`config.mk`:
```
export PLATFORM = sky130hd
export DESIGN_NAME = qbsr_front
export DESIGN_NICKNAME = d
export VERILOG_FILES = /design/src/hdl/qbsr_pkg.sv /design/src/hdl/qbsr_front.sv
export SDC_FILE = /design/constraint.sdc
export NUM_CORES = 2
export LEC_CHECK = 0
export BUFFER_PORTS_ARGS = -buffer_cell sky130_fd_sc_hd__buf_4
export CORE_MARGIN = 5
export CORE_UTILIZATION = 64
export CTS_BUF_LIST = sky130_fd_sc_hd__clkbuf_8
export CTS_CLUSTER_DIAMETER = 60
export CTS_CLUSTER_SIZE = 30
export DETAILED_ROUTE_END_ITERATION = 8
export GPL_TIMING_DRIVEN = 0
export PLACE_DENSITY = 0.95
export SETUP_SLACK_MARGIN = 0.05
export SYNTH_ARGS = -nofsm -noshare
export SYNTH_HDL_FRONTEND = slang
export SYNTH_SLANG_ARGS = --single-unit
export TNS_END_PERCENT = 30
```
`constraint.sdc`:
```
create_clock -name clk -period 21.9 [get_ports clk]
set_input_delay 6.57 -clock clk [delete_from_list [all_inputs] [get_ports clk]]
set_output_delay 6.57 -clock clk [all_outputs]
set_load 0.03 [all_outputs]
```
`src/hdl/qbsr_pkg.sv`:
```
// Shared types, widths and arithmetic steps of the Bezier scanline root solver.
package qbsr_pkg;

	localparam int IN_W           = 16;
	localparam int OUT_W          = 24;
	localparam int ROOT_FRAC_BITS = 16;
	localparam int GUARD          = 8;

	// power-basis coefficient widths
	localparam int A_W = IN_W + 3;
	localparam int B_W = IN_W + 2;
	localparam int C_W = IN_W + 1;
	localparam int PROD_W = 2 * B_W;
	localparam int DFULL_W = PROD_W + 3;
	localparam int D_W = PROD_W + 1;

	// square root: one result bit per stage
	localparam int SQ_W     = D_W + 2 * GUARD + 1;
	localparam int SQ_STEPS = (D_W + 2 * GUARD + 1) / 2;
	localparam int S_W      = SQ_STEPS;

	// root division
	localparam int NP_W  = S_W + 1;
	localparam int UN_W  = NP_W;
	localparam int UD_W  = A_W + GUARD + 1;
	localparam int Q_W   = OUT_W;
	localparam int DIV_W = UD_W + Q_W;

	// curve evaluation
	localparam int P1_W    = A_W + OUT_W;
	localparam int INNER_W = 29;
	localparam int P2_W    = INNER_W + OUT_W;

	localparam int QDEPTH = 4;
	localparam int QPTR_W = 2;

	localparam logic signed [OUT_W-1:0] OUT_MAX = {1'b0, {(OUT_W-1){1'b1}}};
	localparam logic signed [OUT_W-1:0] OUT_MIN = {1'b1, {(OUT_W-1){1'b0}}};

	typedef enum logic [1:0] {
		ST_OK       = 2'd0,
		ST_NEG_DISC = 2'd1,
		ST_DEGEN    = 2'd2
	} status_t;

	typedef struct packed {
		logic signed [A_W-1:0] ax;
		logic signed [A_W-1:0] ay;
		logic signed [B_W-1:0] bx;
		logic signed [B_W-1:0] by;
		logic signed [C_W-1:0] cx;
		logic signed [C_W-1:0] cy;
	} coef_t;

	typedef struct packed {
		coef_t           coef;
		logic [D_W-1:0]  d;
		status_t         status;
	} qentry_t;

	typedef struct packed {
		coef_t   coef;
		status_t status;
	} item_t;

	typedef struct packed {
		logic [SQ_W-1:0] rem;
		logic [SQ_W-1:0] res;
	} sq_t;

	typedef struct packed {
		logic [DIV_W-1:0] rem;
		logic [Q_W-1:0]   q;
		logic             neg;
		logic             ovf;
	} dv_t;

	// one step of the digit-by-digit square root, i counts from the top pair
	function automatic sq_t sq_step(sq_t st, int i);
		logic [SQ_W-1:0] bitv;
		logic [SQ_W-1:0] trial;
		sq_t r;
		bitv  = SQ_W'(1) << (2 * (SQ_STEPS - 1 - i));
		trial = st.res + bitv;
		if (st.rem >= trial) begin
			r.rem = st.rem - trial;
			r.res = (st.res >> 1) + bitv;
		end else begin
			r.rem = st.rem;
			r.res = st.res >> 1;
		end
		return r;
	endfunction

	// restoring division, one quotient bit
	function automatic dv_t div_step(dv_t st, logic [UD_W-1:0] ud, int b);
		logic [DIV_W-1:0] dsh;
		dv_t r;
		dsh = DIV_W'(ud) << b;
		r   = st;
		if (st.rem >= dsh) begin
			r.rem  = st.rem - dsh;
			r.q[b] = 1'b1;
		end
		return r;
	endfunction

	function automatic logic signed [OUT_W-1:0] root_sat(dv_t st);
		logic big;
		big = st.ovf || st.q[Q_W-1];
		if (!st.neg)
			return big ? OUT_MAX : $signed(st.q);
		else
			return big ? OUT_MIN : -$signed(st.q);
	endfunction

	function automatic logic signed [INNER_W-1:0] eval_inner(logic signed [B_W-1:0] b,
			logic signed [P1_W-1:0] p);
		logic signed [P1_W+1:0] s;
		s = ((P1_W+2)'(b) <<< ROOT_FRAC_BITS) + (P1_W+2)'(p)
			+ ((P1_W+2)'(1) <<< (ROOT_FRAC_BITS - 1));
		return INNER_W'(s >>> ROOT_FRAC_BITS);
	endfunction

	function automatic logic signed [OUT_W-1:0] eval_point(logic signed [C_W-1:0] c,
			logic signed [P2_W-1:0] p);
		logic signed [P2_W+1:0] s;
		logic signed [P2_W+1:0] v;
		s = ((P2_W+2)'(c) <<< ROOT_FRAC_BITS) + (P2_W+2)'(p)
			+ ((P2_W+2)'(1) <<< (ROOT_FRAC_BITS - 1));
		v = s >>> ROOT_FRAC_BITS;
		if (v > OUT_MAX)
			return OUT_MAX;
		else if (v < OUT_MIN)
			return OUT_MIN;
		else
			return OUT_W'(v);
	endfunction

endpackage

```
`src/hdl/qbsr_front.sv`:
```
// Front end: coefficients, discriminant and classification of each curve.
module qbsr_front (
	input  logic                           clk,
	input  logic                           arst_n,
	input  logic                           in_valid,
	output logic                           in_ready,
	input  logic [8*qbsr_pkg::IN_W-1:0]    in_data,
	output logic                           push_valid,
	input  logic                           push_ready,
	output qbsr_pkg::qentry_t              push_data
);

	localparam int IW = qbsr_pkg::IN_W;
	localparam int AW = qbsr_pkg::A_W;
	localparam int BW = qbsr_pkg::B_W;
	localparam int CW = qbsr_pkg::C_W;
	localparam int FW = qbsr_pkg::DFULL_W;

	logic signed [IW-1:0] p0x, p0y, p1x, p1y, p2x, p2y, smx, smy;
	assign p0x = in_data[1*IW-1:0*IW];
	assign p0y = in_data[2*IW-1:1*IW];
	assign p1x = in_data[3*IW-1:2*IW];
	assign p1y = in_data[4*IW-1:3*IW];
	assign p2x = in_data[5*IW-1:4*IW];
	assign p2y = in_data[6*IW-1:5*IW];
	assign smx = in_data[7*IW-1:6*IW];
	assign smy = in_data[8*IW-1:7*IW];

	qbsr_pkg::coef_t coef_in;
	// the sample point cancels out of a and b
	always_comb begin
		coef_in.ax = AW'(p0x) - (AW'(p1x) <<< 1) + AW'(p2x);
		coef_in.ay = AW'(p0y) - (AW'(p1y) <<< 1) + AW'(p2y);
		coef_in.bx = (BW'(p1x) - BW'(p0x)) <<< 1;
		coef_in.by = (BW'(p1y) - BW'(p0y)) <<< 1;
		coef_in.cx = CW'(p0x) - CW'(smx);
		coef_in.cy = CW'(p0y) - CW'(smy);
	end

	logic                              vld_s1, vld_s2;
	qbsr_pkg::coef_t                   coef_s1, coef_s2;
	logic signed [qbsr_pkg::PROD_W-1:0] bb_s2, ac_s2;
	logic                              en;

	assign en       = !vld_s2 || push_ready;
	assign in_ready = en;

	always_ff @(posedge clk or negedge arst_n) begin
		if (!arst_n) begin
			vld_s1 <= 1'b0;
			vld_s2 <= 1'b0;
		end else if (en) begin
			vld_s1 <= in_valid;
			vld_s2 <= vld_s1;
		end
	end

	always_ff @(posedge clk) begin
		if (en) begin
			coef_s1 <= coef_in;
			coef_s2 <= coef_s1;
			bb_s2   <= qbsr_pkg::PROD_W'(coef_s1.by * coef_s1.by);
			ac_s2   <= qbsr_pkg::PROD_W'(coef_s1.ay * coef_s1.cy);
		end
	end

	logic signed [FW-1:0] d_full;
	assign d_full = FW'(bb_s2) - (FW'(ac_s2) <<< 2);

	always_comb begin
		push_valid     = vld_s2;
		push_data.coef = coef_s2;
		push_data.d    = d_full[qbsr_pkg::D_W-1:0];
		priority if (d_full < 0) begin
			push_data.status = qbsr_pkg::ST_NEG_DISC;
			push_data.d      = '0;
		end else if (coef_s2.ay == '0) begin
			push_data.status = qbsr_pkg::ST_DEGEN;
		end else begin
			push_data.status = qbsr_pkg::ST_OK;
		end
	end

endmodule

```
# Word-level counts from Yosys, hierarchy flattened

Index checks and enable logic that the tools add are counted.

Flip-flop bits (word level): 284
Bits of input ports: 132
Output and inout bits: 149
Logic and storage cells: 34

Add/sub/neg operators: 9
Multipliers: 2
Magnitude comparators: 1
Muxes and demuxes: 3
Reduce and logical (&&, ||, !) cells: 3

Operator list:

| cell                                                        | count |
|---|---|
| subtractor 16 x 16 -> 17 bit                                | 4 |
| less-than comparator 39 x 1 -> 1 bit, second input constant | 1 |
| subtractor 36 x 38 -> 39 bit                                | 1 |
| adder 18 x 16 -> 19 bit                                     | 2 |
| 2-to-1 mux 37 bit                                           | 1 |
| multiplier 19 x 17 -> 36 bit                                | 1 |
| subtractor 16 x 17 -> 18 bit                                | 2 |
| multiplier 17 x 17 -> 34 bit                                | 1 |
| logical NOT 19 bit                                          | 1 |
| 2-to-1 mux 2 bit                                            | 2 |
| logical NOT 1 bit                                           | 1 |
| logical OR 1 bit                                            | 1 |

# Logic depth before layout (Yosys ltp)

Word-level depth: 3
Gate-level depth with buffers: 26
Depth with buffers taken out: 24

# Worst setup path before layout

OpenSTA, ideal clock, no wires.

Path type: input -> output
From: input push_ready
To: output in_ready
Arrival: 13.516 ns
Data required time: 15.330 ns
Path slack: 1.814 ns
Stages: 1
Path buffers: 0
Cells stage by stage: nand2b_1

Cells in the longest elaborated chain, start to end: 1

RTL lines:

| item             | RTL line         | source |
|---|---|---|
| start, declared  | qbsr_front.sv:9  | `input logic push_ready,` |
| logical OR 1 bit | qbsr_front.sv:45 | `assign en = !vld_s2 \|\| push_ready;` |
| end, declared    | qbsr_front.sv:6  | `output logic in_ready,` |

No other way between the ends.

# Final worst setup path

Ends and elaborated chain as after synthesis.

==> results.yml <==
run_status:
  outcome: "finished, final reports clean"
logic_synthesis:
  synth_top_area_share_pct: 33.2
  synth-main-ff-cell: "edfxtp_1"
  yosys.area.top_type: "fa_1"
  synth_edf_count: 280
  ys_seq_area_share_pct: 22.3
  yosys_warnings: 0
  synth_compound_area_share_pct: 7.35
  synthAdderAreaFrac_pct: 43.7
  syn_area_per_cell_sq_um: 10.0
  synthSimpleGateAreaFrac_pct: 12.3
  synth_xor_area_share_pct: 4.05
  synth_top_family_by_area: "adder cells"
  syn_inst: 3778
  synth_most_common_cell: "inv_1"
  synth_cell_type_count: 74
  synth_area_leaders: "fa_1 (33%), edfxtp_1 (22%), ha_1 (10%)"
  netlist_area_sq_mm: 0.0379
  synth-seq-cells: 282
  synth_top_cells_by_count: "inv_1 (929), fa_1 (628), ha_1 (317), nand2_1 (303), edfxtp_1 (280)"
  synthMuxAreaShare_pct: 0.135
  ys_async_sr_fraction_pct: 0.709
routing:
  drt_iter0_markers: 2296
  drc_errors: 0
  wire_per_inst_um: 20.8
  route.final.wire_length_um: 101000
  ant_nets: 0
  firstDrtPassIters: 6
  num_vias: 28400
  viasPerCell: 5.82
cts:
  tritoncts: "built"
  cts_resized: 0
  insertion_delay_ns: 0.67
  cts_buffers: 24
  post_cts_buffers: 0
  clock-sinks: 282
  clk_pin_slew_ns: 0.12
  cts-root-buf: "clkbuf_8"
  cts_hold_buf: 0
  cts-htree-levels: 1
  cts_buffer_depth: 3
timing:
  fin_ws_ns: 7.37
  tightest_slew_ns: 1.20
  fin_skew_ns: 0.0305
  max_freq_ghz: 0.0688
  finalSetupViolCount: 0
  period_share_pct: 66.3
  slew_headroom_pct: 19.3
  rsz0062_at_grt: "false"
  final_max_slew_viol_count: 0
  hold_violations: 0
  min_period_ns: 14.53
setup_path:
  r2r_start: "coef_s1[51]"
  critPathKind: "input port to output pin"
  worst_ep_required_time_ns: 15.33
  worstPathArrival_ns: 7.96
  setup.worst_path.start: "push_ready"
  cp_max_fo: 73
  worstSetupEndpointType: "output pin"
  crit_path_start_kind: "input port"
placement:
  place_area_sq_mm: 0.0410
  gp_congestion: 0.991
  dp_slack_ns: 7.38
  io_buffers: 276
  dp.cells: 4834
  dp.final_hpwl_um: 85000
floorplanning:
  initial_core_util_pct: 64.4
  fp-row-count: 89
  core_area_sq_mm: 0.0588
  die-area_sq_mm: 0.0641
  die_w_um: 253
  die_y_um: 253
  ios: 281
cells_and_area:
  fin_nets: 5164
  finalNonFillerCells: 4881
  layout-drive-gt1-share_pct: 8.67
  final_cell_area_sq_mm: 0.0416
  final_util_pct: 70.8
  area_growth_pct: 9.91
run:
  drv_cap: 0
global_routing:
  grt_first_pass_wirelength_um: 160000
  grt_overflow: 0
  grt_max_degree: 74
  grt_pass1_vias: 30900
  grt_use_total_pct: 32.1
  antenna_found_initial: 7
worst_hold_path:
  hold_class: "flip-flop to flip-flop"
  holdCritStartpoint: "coef_s1[64]"
-- placed cells by master, fill, tap and decap left out, types with 12 or more instances in the layout --
cell,count
a21oi_1,113
o21ai_0,74
nand2_1,303
clkbuf_1,75
a211oi_1,22
ha_1,317
xor2_1,41
xnor2_1,134
inv_1,930
edfxtp_1,280
nand3_1,43
a21o_1,46
clkbuf_8,25
o21a_1,16
buf_4,284
nand2b_1,30
nor2_1,152
fa_1,628
nor2b_1,45
and2_1,218
or3_1,23
nor3_1,63
and3_1,19
o31ai_1,12
a21boi_0,12
o21bai_1,13
-- through the flow --
stage / setup TNS, ns / hold WS (ns)
after floorplan: 0 / 0.400
after global placement: -1.54 / 0.401
after detailed placement: 0 / 0.405
after CTS: 0 / 0.412
after global routing: 0 / 0.432
final: 0 / 0.418
-- area by class of cell --
cell class / instances / area [sq um]
fill: 4023 / 17200
inverter: 930 / 3490
clock buffer: 25 / 344
sequential: 282 / 8460
timing repair buffer: 280 / 2180
multi-input combinational: 2484 / 25600
tap: 773 / 967
antenna: 4 / 10.0
buffer: 85 / 350
clock inverter: 18 / 230
-- registers in the layout, summed over array words and instances (netlist names) --
register and count:
ac_s2 36, coef_s1 106, push_valid 1, push_data 106
bb_s2 32, vld_s1 1
-- worst paths after layout --
path	endpoint	slack [ns]	cells after the start
setup / recovery	in_ready	7.37	5
hold / removal	push_data[103]	0.42	0
setup reg to reg	bb_s2[34]	13.81	21
hold reg to reg	push_data[103]	0.42	0
max in group asynchronous	push_valid	16.14	1
min in group asynchronous	push_valid	5.68	1
-- cell families (layout without fill, tap and decap cells) --
family,count (synthesis),in the layout
muxes,5,5
and+or+nand+nor,943,943
buffers and inverters,1015,1338
other,1,8
DFF,282,282
AOI/OAI and AO/OA,412,412
adders and majority gates,945,945
xor gates and xnor gates,175,175
-- metal layers --
layer	global-route usage, %	part of all wire [%]
met1	36.8	33
met2	54.4	48
met3	10.8	13
met4	15.4	5.9
met5	0.451	0.034
-- critical path: stages --
cell	delay [ns]
buf_4	0.08
nand2b_4	0.26
buf_16	0.34
buf_16	0.36
buf_4	0.24
Power is not shown: default switching activity piles up to over one toggle a cycle in this logic, so the estimate is an artifact.
