## config.mk

```make
export PLATFORM = sky130hd
export DESIGN_NAME = qbsr_queue
export DESIGN_NICKNAME = d
export VERILOG_FILES = /design/src/hdl/qbsr_pkg.sv /design/src/hdl/qbsr_queue.sv
export SDC_FILE = /design/constraint.sdc
export NUM_CORES = 1
export LEC_CHECK = 0
export BUFFER_PORTS_ARGS = -buffer_cell sky130_fd_sc_hd__clkbuf_2
export CORE_UTILIZATION = 57
export CTS_CLUSTER_DIAMETER = 100
export DETAILED_ROUTE_END_ITERATION = 10
export PLACE_DENSITY = 0.91
export SLEW_MARGIN = 25
export SYNTH_ARGS = -nofsm -noshare
export SYNTH_HDL_FRONTEND = slang
export SYNTH_SLANG_ARGS = --single-unit
```

## constraint.sdc

```tcl
create_clock -name clk -period 5.71 [get_ports clk]
set_input_delay 0.571 -clock clk [delete_from_list [all_inputs] [get_ports clk]]
set_output_delay 0.571 -clock clk [all_outputs]
set_load 0.05 [all_outputs]
```

## src/hdl/qbsr_pkg.sv

```systemverilog
// Shared types, widths and arithmetic steps of the Bezier scanline root solver.
package qbsr_pkg;

	localparam int IN_W           = 16;
	localparam int OUT_W          = 24;
	localparam int ROOT_FRAC_BITS = 16;
	localparam int GUARD          = 8;

	// power-basis coefficient widths
	localparam int A_W = IN_W + 3;
	localparam int B_W = IN_W + 2;
	localparam int C_W = IN_W + 1;
	localparam int PROD_W = 2 * B_W;
	localparam int DFULL_W = PROD_W + 3;
	localparam int D_W = PROD_W + 1;

	// square root: one result bit per stage
	localparam int SQ_W     = D_W + 2 * GUARD + 1;
	localparam int SQ_STEPS = (D_W + 2 * GUARD + 1) / 2;
	localparam int S_W      = SQ_STEPS;

	// root division
	localparam int NP_W  = S_W + 1;
	localparam int UN_W  = NP_W;
	localparam int UD_W  = A_W + GUARD + 1;
	localparam int Q_W   = OUT_W;
	localparam int DIV_W = UD_W + Q_W;

	// curve evaluation
	localparam int P1_W    = A_W + OUT_W;
	localparam int INNER_W = 29;
	localparam int P2_W    = INNER_W + OUT_W;

	localparam int QDEPTH = 4;
	localparam int QPTR_W = 2;

	localparam logic signed [OUT_W-1:0] OUT_MAX = {1'b0, {(OUT_W-1){1'b1}}};
	localparam logic signed [OUT_W-1:0] OUT_MIN = {1'b1, {(OUT_W-1){1'b0}}};

	typedef enum logic [1:0] {
		ST_OK       = 2'd0,
		ST_NEG_DISC = 2'd1,
		ST_DEGEN    = 2'd2
	} status_t;

	typedef struct packed {
		logic signed [A_W-1:0] ax;
		logic signed [A_W-1:0] ay;
		logic signed [B_W-1:0] bx;
		logic signed [B_W-1:0] by;
		logic signed [C_W-1:0] cx;
		logic signed [C_W-1:0] cy;
	} coef_t;

	typedef struct packed {
		coef_t           coef;
		logic [D_W-1:0]  d;
		status_t         status;
	} qentry_t;

	typedef struct packed {
		coef_t   coef;
		status_t status;
	} item_t;

	typedef struct packed {
		logic [SQ_W-1:0] rem;
		logic [SQ_W-1:0] res;
	} sq_t;

	typedef struct packed {
		logic [DIV_W-1:0] rem;
		logic [Q_W-1:0]   q;
		logic             neg;
		logic             ovf;
	} dv_t;

	// one step of the digit-by-digit square root, i counts from the top pair
	function automatic sq_t sq_step(sq_t st, int i);
		logic [SQ_W-1:0] bitv;
		logic [SQ_W-1:0] trial;
		sq_t r;
		bitv  = SQ_W'(1) << (2 * (SQ_STEPS - 1 - i));
		trial = st.res + bitv;
		if (st.rem >= trial) begin
			r.rem = st.rem - trial;
			r.res = (st.res >> 1) + bitv;
		end else begin
			r.rem = st.rem;
			r.res = st.res >> 1;
		end
		return r;
	endfunction

	// restoring division, one quotient bit
	function automatic dv_t div_step(dv_t st, logic [UD_W-1:0] ud, int b);
		logic [DIV_W-1:0] dsh;
		dv_t r;
		dsh = DIV_W'(ud) << b;
		r   = st;
		if (st.rem >= dsh) begin
			r.rem  = st.rem - dsh;
			r.q[b] = 1'b1;
		end
		return r;
	endfunction

	function automatic logic signed [OUT_W-1:0] root_sat(dv_t st);
		logic big;
		big = st.ovf || st.q[Q_W-1];
		if (!st.neg)
			return big ? OUT_MAX : $signed(st.q);
		else
			return big ? OUT_MIN : -$signed(st.q);
	endfunction

	function automatic logic signed [INNER_W-1:0] eval_inner(logic signed [B_W-1:0] b,
			logic signed [P1_W-1:0] p);
		logic signed [P1_W+1:0] s;
		s = ((P1_W+2)'(b) <<< ROOT_FRAC_BITS) + (P1_W+2)'(p)
			+ ((P1_W+2)'(1) <<< (ROOT_FRAC_BITS - 1));
		return INNER_W'(s >>> ROOT_FRAC_BITS);
	endfunction

	function automatic logic signed [OUT_W-1:0] eval_point(logic signed [C_W-1:0] c,
			logic signed [P2_W-1:0] p);
		logic signed [P2_W+1:0] s;
		logic signed [P2_W+1:0] v;
		s = ((P2_W+2)'(c) <<< ROOT_FRAC_BITS) + (P2_W+2)'(p)
			+ ((P2_W+2)'(1) <<< (ROOT_FRAC_BITS - 1));
		v = s >>> ROOT_FRAC_BITS;
		if (v > OUT_MAX)
			return OUT_MAX;
		else if (v < OUT_MIN)
			return OUT_MIN;
		else
			return OUT_W'(v);
	endfunction

endpackage

```

## src/hdl/qbsr_queue.sv

```systemverilog
// Short queue between the front end and the solver back end.
module qbsr_queue (
	input  logic              clk,
	input  logic              arst_n,
	input  logic              push_valid,
	output logic              push_ready,
	input  qbsr_pkg::qentry_t push_data,
	output logic              pop_valid,
	input  logic              pop_ready,
	output qbsr_pkg::qentry_t pop_data
);

	localparam int PW = qbsr_pkg::QPTR_W;

	qbsr_pkg::qentry_t mem_q [qbsr_pkg::QDEPTH];
	logic [PW-1:0]     wr_ptr_q, rd_ptr_q;
	logic [PW:0]       cnt_q;
	logic              push, pop;

	assign push_ready = cnt_q != (PW+1)'(qbsr_pkg::QDEPTH);
	assign pop_valid  = cnt_q != '0;
	assign push       = push_valid && push_ready;
	assign pop        = pop_valid && pop_ready;
	assign pop_data   = mem_q[rd_ptr_q];

	always_ff @(posedge clk or negedge arst_n) begin
		if (!arst_n) begin
			wr_ptr_q <= '0;
			rd_ptr_q <= '0;
			cnt_q    <= '0;
		end else begin
			if (push)
				wr_ptr_q <= wr_ptr_q + 1'b1;
			if (pop)
				rd_ptr_q <= rd_ptr_q + 1'b1;
			if (push && !pop)
				cnt_q <= cnt_q + 1'b1;
			else if (pop && !push)
				cnt_q <= cnt_q - 1'b1;
		end
	end

	always_ff @(posedge clk) begin
		if (push)
			mem_q[wr_ptr_q] <= push_data;
	end

	a_cnt_bound: assert property (@(posedge clk) disable iff (!arst_n)
		cnt_q <= (PW+1)'(qbsr_pkg::QDEPTH))
		else $error("queue count beyond depth");
	a_cnt_up: assert property (@(posedge clk) disable iff (!arst_n)
		push && !pop |=> cnt_q == $past(cnt_q) + 1'b1)
		else $error("queue count missed a push");
	a_cnt_down: assert property (@(posedge clk) disable iff (!arst_n)
		pop && !push |=> cnt_q == $past(cnt_q) - 1'b1)
		else $error("queue count missed a pop");

endmodule

```

### Yosys cells after proc, flatten, opt, wreduce, memory -nomap -nowiden

Memories as Yosys holds them, arrays and structs flattened.
Cells that the tools add are included.
Widths: inputs -> output; s select.

| storage, ports and cells | value |
|---|---|
| register bits after elaboration | 7 |
| bits in writable memories | 588 |
| output and inout bits | 149 |
| word-level logic and storage cells | 21 |
| memories kept | 1 |

Memories:

| memory | words | width | rd ports | clocked after Yosys merged registers in | write ports | RTL line | source |
|---|---|---|---|---|---|---|---|
| mem_q | 4 | 147 | 1 | 0 | 1 | qbsr_queue.sv:15 | `qbsr_pkg::qentry_t mem_q [qbsr_pkg::QDEPTH];` |

| operators by class | value |
|---|---|
| add/subtract/negate cells | 4 |
| equality and inequality tests | 1 |
| muxes and demuxes | 4 |
| reduce and logical (&&, ||, !) cells | 8 |

Operators with widths:

| operator | count |
|---|---|
| $mux 3 | 2 |
| $add 2x1->2 const B | 2 |
| $logic_and 1x1->1 | 4 |
| $add 3x1->3 const B | 1 |
| $ne 3x3->1 const B | 1 |
| $reduce_bool 3->1 | 1 |
| $sub 3x1->3 const B | 1 |
| $logic_not 1->1 | 2 |
| $mux 1 | 2 |
| $reduce_bool 2->1 | 1 |

### Longest topological paths before layout

| depth | value |
|---|---|
| depth after elaboration | 6 |
| mapped depth | 8 |
| depth with buffers taken out | 8 |

### Worst setup path after synthesis

OpenSTA, ideal clock, no wires.

| timing path | value |
|---|---|
| path type | input -> register |
| start | input port push_valid |
| end | memory mem_q[0][0] (netlist name) (enable) |
| arrival | 4.244 ns |
| required time | 5.186 ns |
| slack | 0.942 ns |
| stages on the path | 2 |
| cells stage by stage | a21boi_2 > and2_1 |

| between the ends | value |
|---|---|
| cells in the longest elaborated chain, start to end | 3 |

Ends and longest elaborated chain:

| item | RTL line | source |
|---|---|---|
| start: declaration | qbsr_queue.sv:5 | `input logic push_valid,` |
| $logic_and 1x1->1 | qbsr_queue.sv:22 | `assign push = push_valid && push_ready;` |
| $mux 1 | qbsr_queue.sv:44 | `if (push)` |
| $mux 1 (implied by the code) | qbsr_queue.sv:45 | `mem_q[wr_ptr_q] <= push_data;` |
| end: declaration | qbsr_queue.sv:15 |  |

Every way passes these cells.

==> results.json <==
{
  "slew_violations": 0,
  "grt_start_max_net_pins": 115,
  "max_cap_violations": 0,
  "final.setup_skew_ns": 0.0143,
  "synth-edff-count": 588,
  "gp_routability_congestion": 0.715,
  "postSynthAreaPerCell_um2": 26.9,
  "final-instance-count-excl-fill": 1688,
  "synth_async_sr_flop_share": 0.0118,
  "global_route.usage.total": 0.219,
  "synth_top_area_frac": 0.816,
  "drc_errors": 0,
  "yosysUniqueCellTypes": 20,
  "synth_top_cells_by_count": "edfxtp_1 (588), mux4_2 (147), buf_2 (15)",
  "cts-buffers-inserted": 55,
  "post-cts-setup-buffers": 0,
  "critPathKind": "reg -> out",
  "cts.clk_slew.worst_paths_ns": 0.06,
  "dominant_cells_by_area_after_synthesis": "edfxtp_1 (82%), mux4_2 (15%), dfrtp_1 (0.81%), buf_6 (0.73%), buf_2 (0.35%)",
  "num_vias": 9746,
  "post_dp_cell_area_um2": 23700,
  "antenna_violations_before_repair": 3,
  "io_pins": 300,
  "run_status": "complete, no violations",
  "post-dp-hpwl_um": 24500,
  "grt_setup_unrepaired": "no",
  "power.static_leakage_nw": 8.73,
  "synth-warning-count": 0,
  "ys_seq_area_frac": 0.825,
  "critical_path.startpoint_type": "flop",
  "hold_viol_final": 0,
  "chipWidth_um": 197,
  "worst_slew_pin_slew_ns": 0.997,
  "totalNegativeSetupSlack_ns": 0,
  "cts_hold_buf": 1,
  "post_synth_top_flop": "edfxtp_1",
  "final_nets": 1297,
  "setup_violations": 0,
  "syn_inst": 803,
  "clk_root_buffer_cell": "clkbuf_16",
  "vdd_ir_drop_max_uv": 518,
  "cts_max_level": 2,
  "timing.final.crit_share": 0.606,
  "syn2layout_area_growth_pct": 17.8,
  "timing.critical_path.fanout_max": 28,
  "worstHoldPathType": "in -> reg",
  "max_slew_margin": 0.335,
  "dieArea_um2": 38700,
  "end_kind": "output pin",
  "design_area_um2": 25500,
  "firstDrtPassIters": 5,
  "tritoncts_num_sinks": 595,
  "worst-endpoint-arrival_ns": 2.89,
  "tritoncts": "built",
  "route.detailed.vias_per_inst": 5.77,
  "core-area_um2": 37000,
  "detailedRoute.firstIterationViolations": 537,
  "ys_ff_latch": 595,
  "antenna_violating_nets_post_route": 0,
  "placementRows": 70,
  "cts_resized": 0,
  "synth.cell_area_um2": 21600,
  "layout.filler_cells": 2149,
  "drt-total-wl_um": 41400,
  "cell_with_the_most_instances_after_synthesis": "edfxtp_1",
  "number_of_global_route_vias_before_repair": 10200,
  "hold_slack_ns": 0.202,
  "grt_first_pass_wirelength_um": 62200,
  "placement.io_buffers": 299,
  "synthesis.nets": 960,
  "achievable-frequency_ghz": 0.289,
  "floorplan.initialDensity": 0.585,
  "gr-total-overflow": 0,
  "timing.final.crit_period_ns": 3.46,
  "ctsLongestPathBuffers": 3,
  "total_power_consumption_of_the_routed_design_mw": 15.6,
  "dpl.cell_count": 1585,
  "die_h_um": 197,
  "worstSkewPairLatency_ns": 0.58,
  "post-synth-top-area-cell": "edfxtp_1",
  "wp_data_required_ns": 5.14,
  "fraction_of_final_layout_cells_with_drive_strength_greater_than_1": 0.463,
  "post_drt_wl_per_cell_um": 24.5,
  "cellPowerDensity_nw_per_um2": 611
}
-- path summary, 6_finish.rpt --
| kind | startpoint | end | slack (ns) | cells past startpoint |
|---|---|---|---|---|
| max | rd_ptr_q[0] | pop_data[12] | 2.25 | 4 |
| min reg2reg | cnt_q[2] | cnt_q[2] | 0.54 | 1 |
| min in group asynchronous | arst_n | cnt_q[0] | 0.39 | 2 |
| max reg2reg | cnt_q[0] | mem_q[2][86] | 3.02 | 4 |
| min | push_data[130] | mem_q[2][130] | 0.20 | 1 |
| max in group asynchronous | arst_n | rd_ptr_q[1] | 5.13 | 2 |
-- state kept, by name, summed over array words and instances, names as in the netlist --
register / count
rd_ptr_q: 2
cnt_q: 3
wr_ptr_q: 2
mem_q: 588
-- cells by family after synthesis --
kind of cell	count (synthesis)	synth area share
adder cells (fa/ha/maj)	6	0.00382
XOR/XNOR	6	0.00243
AO/OA/AOI/OAI	1	0.000521
multiplexers	149	0.154
flip-flops	595	0.825
AND/OR/NAND/NOR	10	0.00237
buffers and inverters	36	0.0121
-- critical path, cell delays in order, from the launching register on --
cell	delay, ns
dfrtp_4	0.74
buf_12	0.31
buf_4	0.39
mux4_2	0.59
clkbuf_2	0.26
-- cell usage in the layout (no fill, tap or decap) --
cell / count
buf_12: 8
and2_4: 4
clkbuf_1: 11
clkinv_8: 1
nand2_1: 2
mux2_2: 2
mux4_2: 147
clkinvlp_4: 1
fa_1: 1
clkinv_2: 14
inv_6: 1
clkbuf_2: 299
diode_2: 2
or3_1: 1
buf_16: 1
buf_4: 4
bufinv_16: 4
inv_1: 3
xor2_1: 2
nand3_1: 1
clkbuf_16: 57
a21boi_2: 1
xnor2_1: 4
edfxtp_1: 588
dfrtp_4: 2
clkinv_1: 9
clkinv_4: 1
dfrtp_1: 5
dlygate4sd3_1: 1
nor2_1: 2
ha_1: 5
-- stage by stage --
step / worst slack (ns) / util
floorplan: 0.942 / -
global placement: 2.63 / 0.641
detailed placement: 2.64 / 0.642
CTS: 1.99 / 0.689
global route: 2.04 / 0.689
finish: 2.25 / 0.690
-- metal layers --
layer,global-route usage,vias to the layer above,routed length (um)
met5,0,-,13
met4,0.0758,2,1080
met3,0.0607,75,3560
met2,0.365,434,21400
met1,0.282,5063,15400
li1,-,4172,-
-- where the power goes --
group          total (mW)  internal [mW]  switching (mW)
Sequential           6.04           5.78           0.265
Clock                3.50           2.00            1.50
Combinational        6.03           1.73            4.29
Total                15.6           9.52            6.05
-- final cells by class --
class / instances / area [um^2] / share of cell area
repair buffers: 313 / 1720 / 0.0677
multi-input cells: 172 / 3540 / 0.139
inverters: 3 / 11.3 / 0.000442
clock inverters: 31 / 265 / 0.0104
flip-flops and latches: 595 / 17800 / 0.700
clock buffers: 68 / 1470 / 0.0576
diodes: 2 / 5.00 / 0.000196
well taps: 504 / 631 / 0.0247
(Power assumes the default switching activity.)
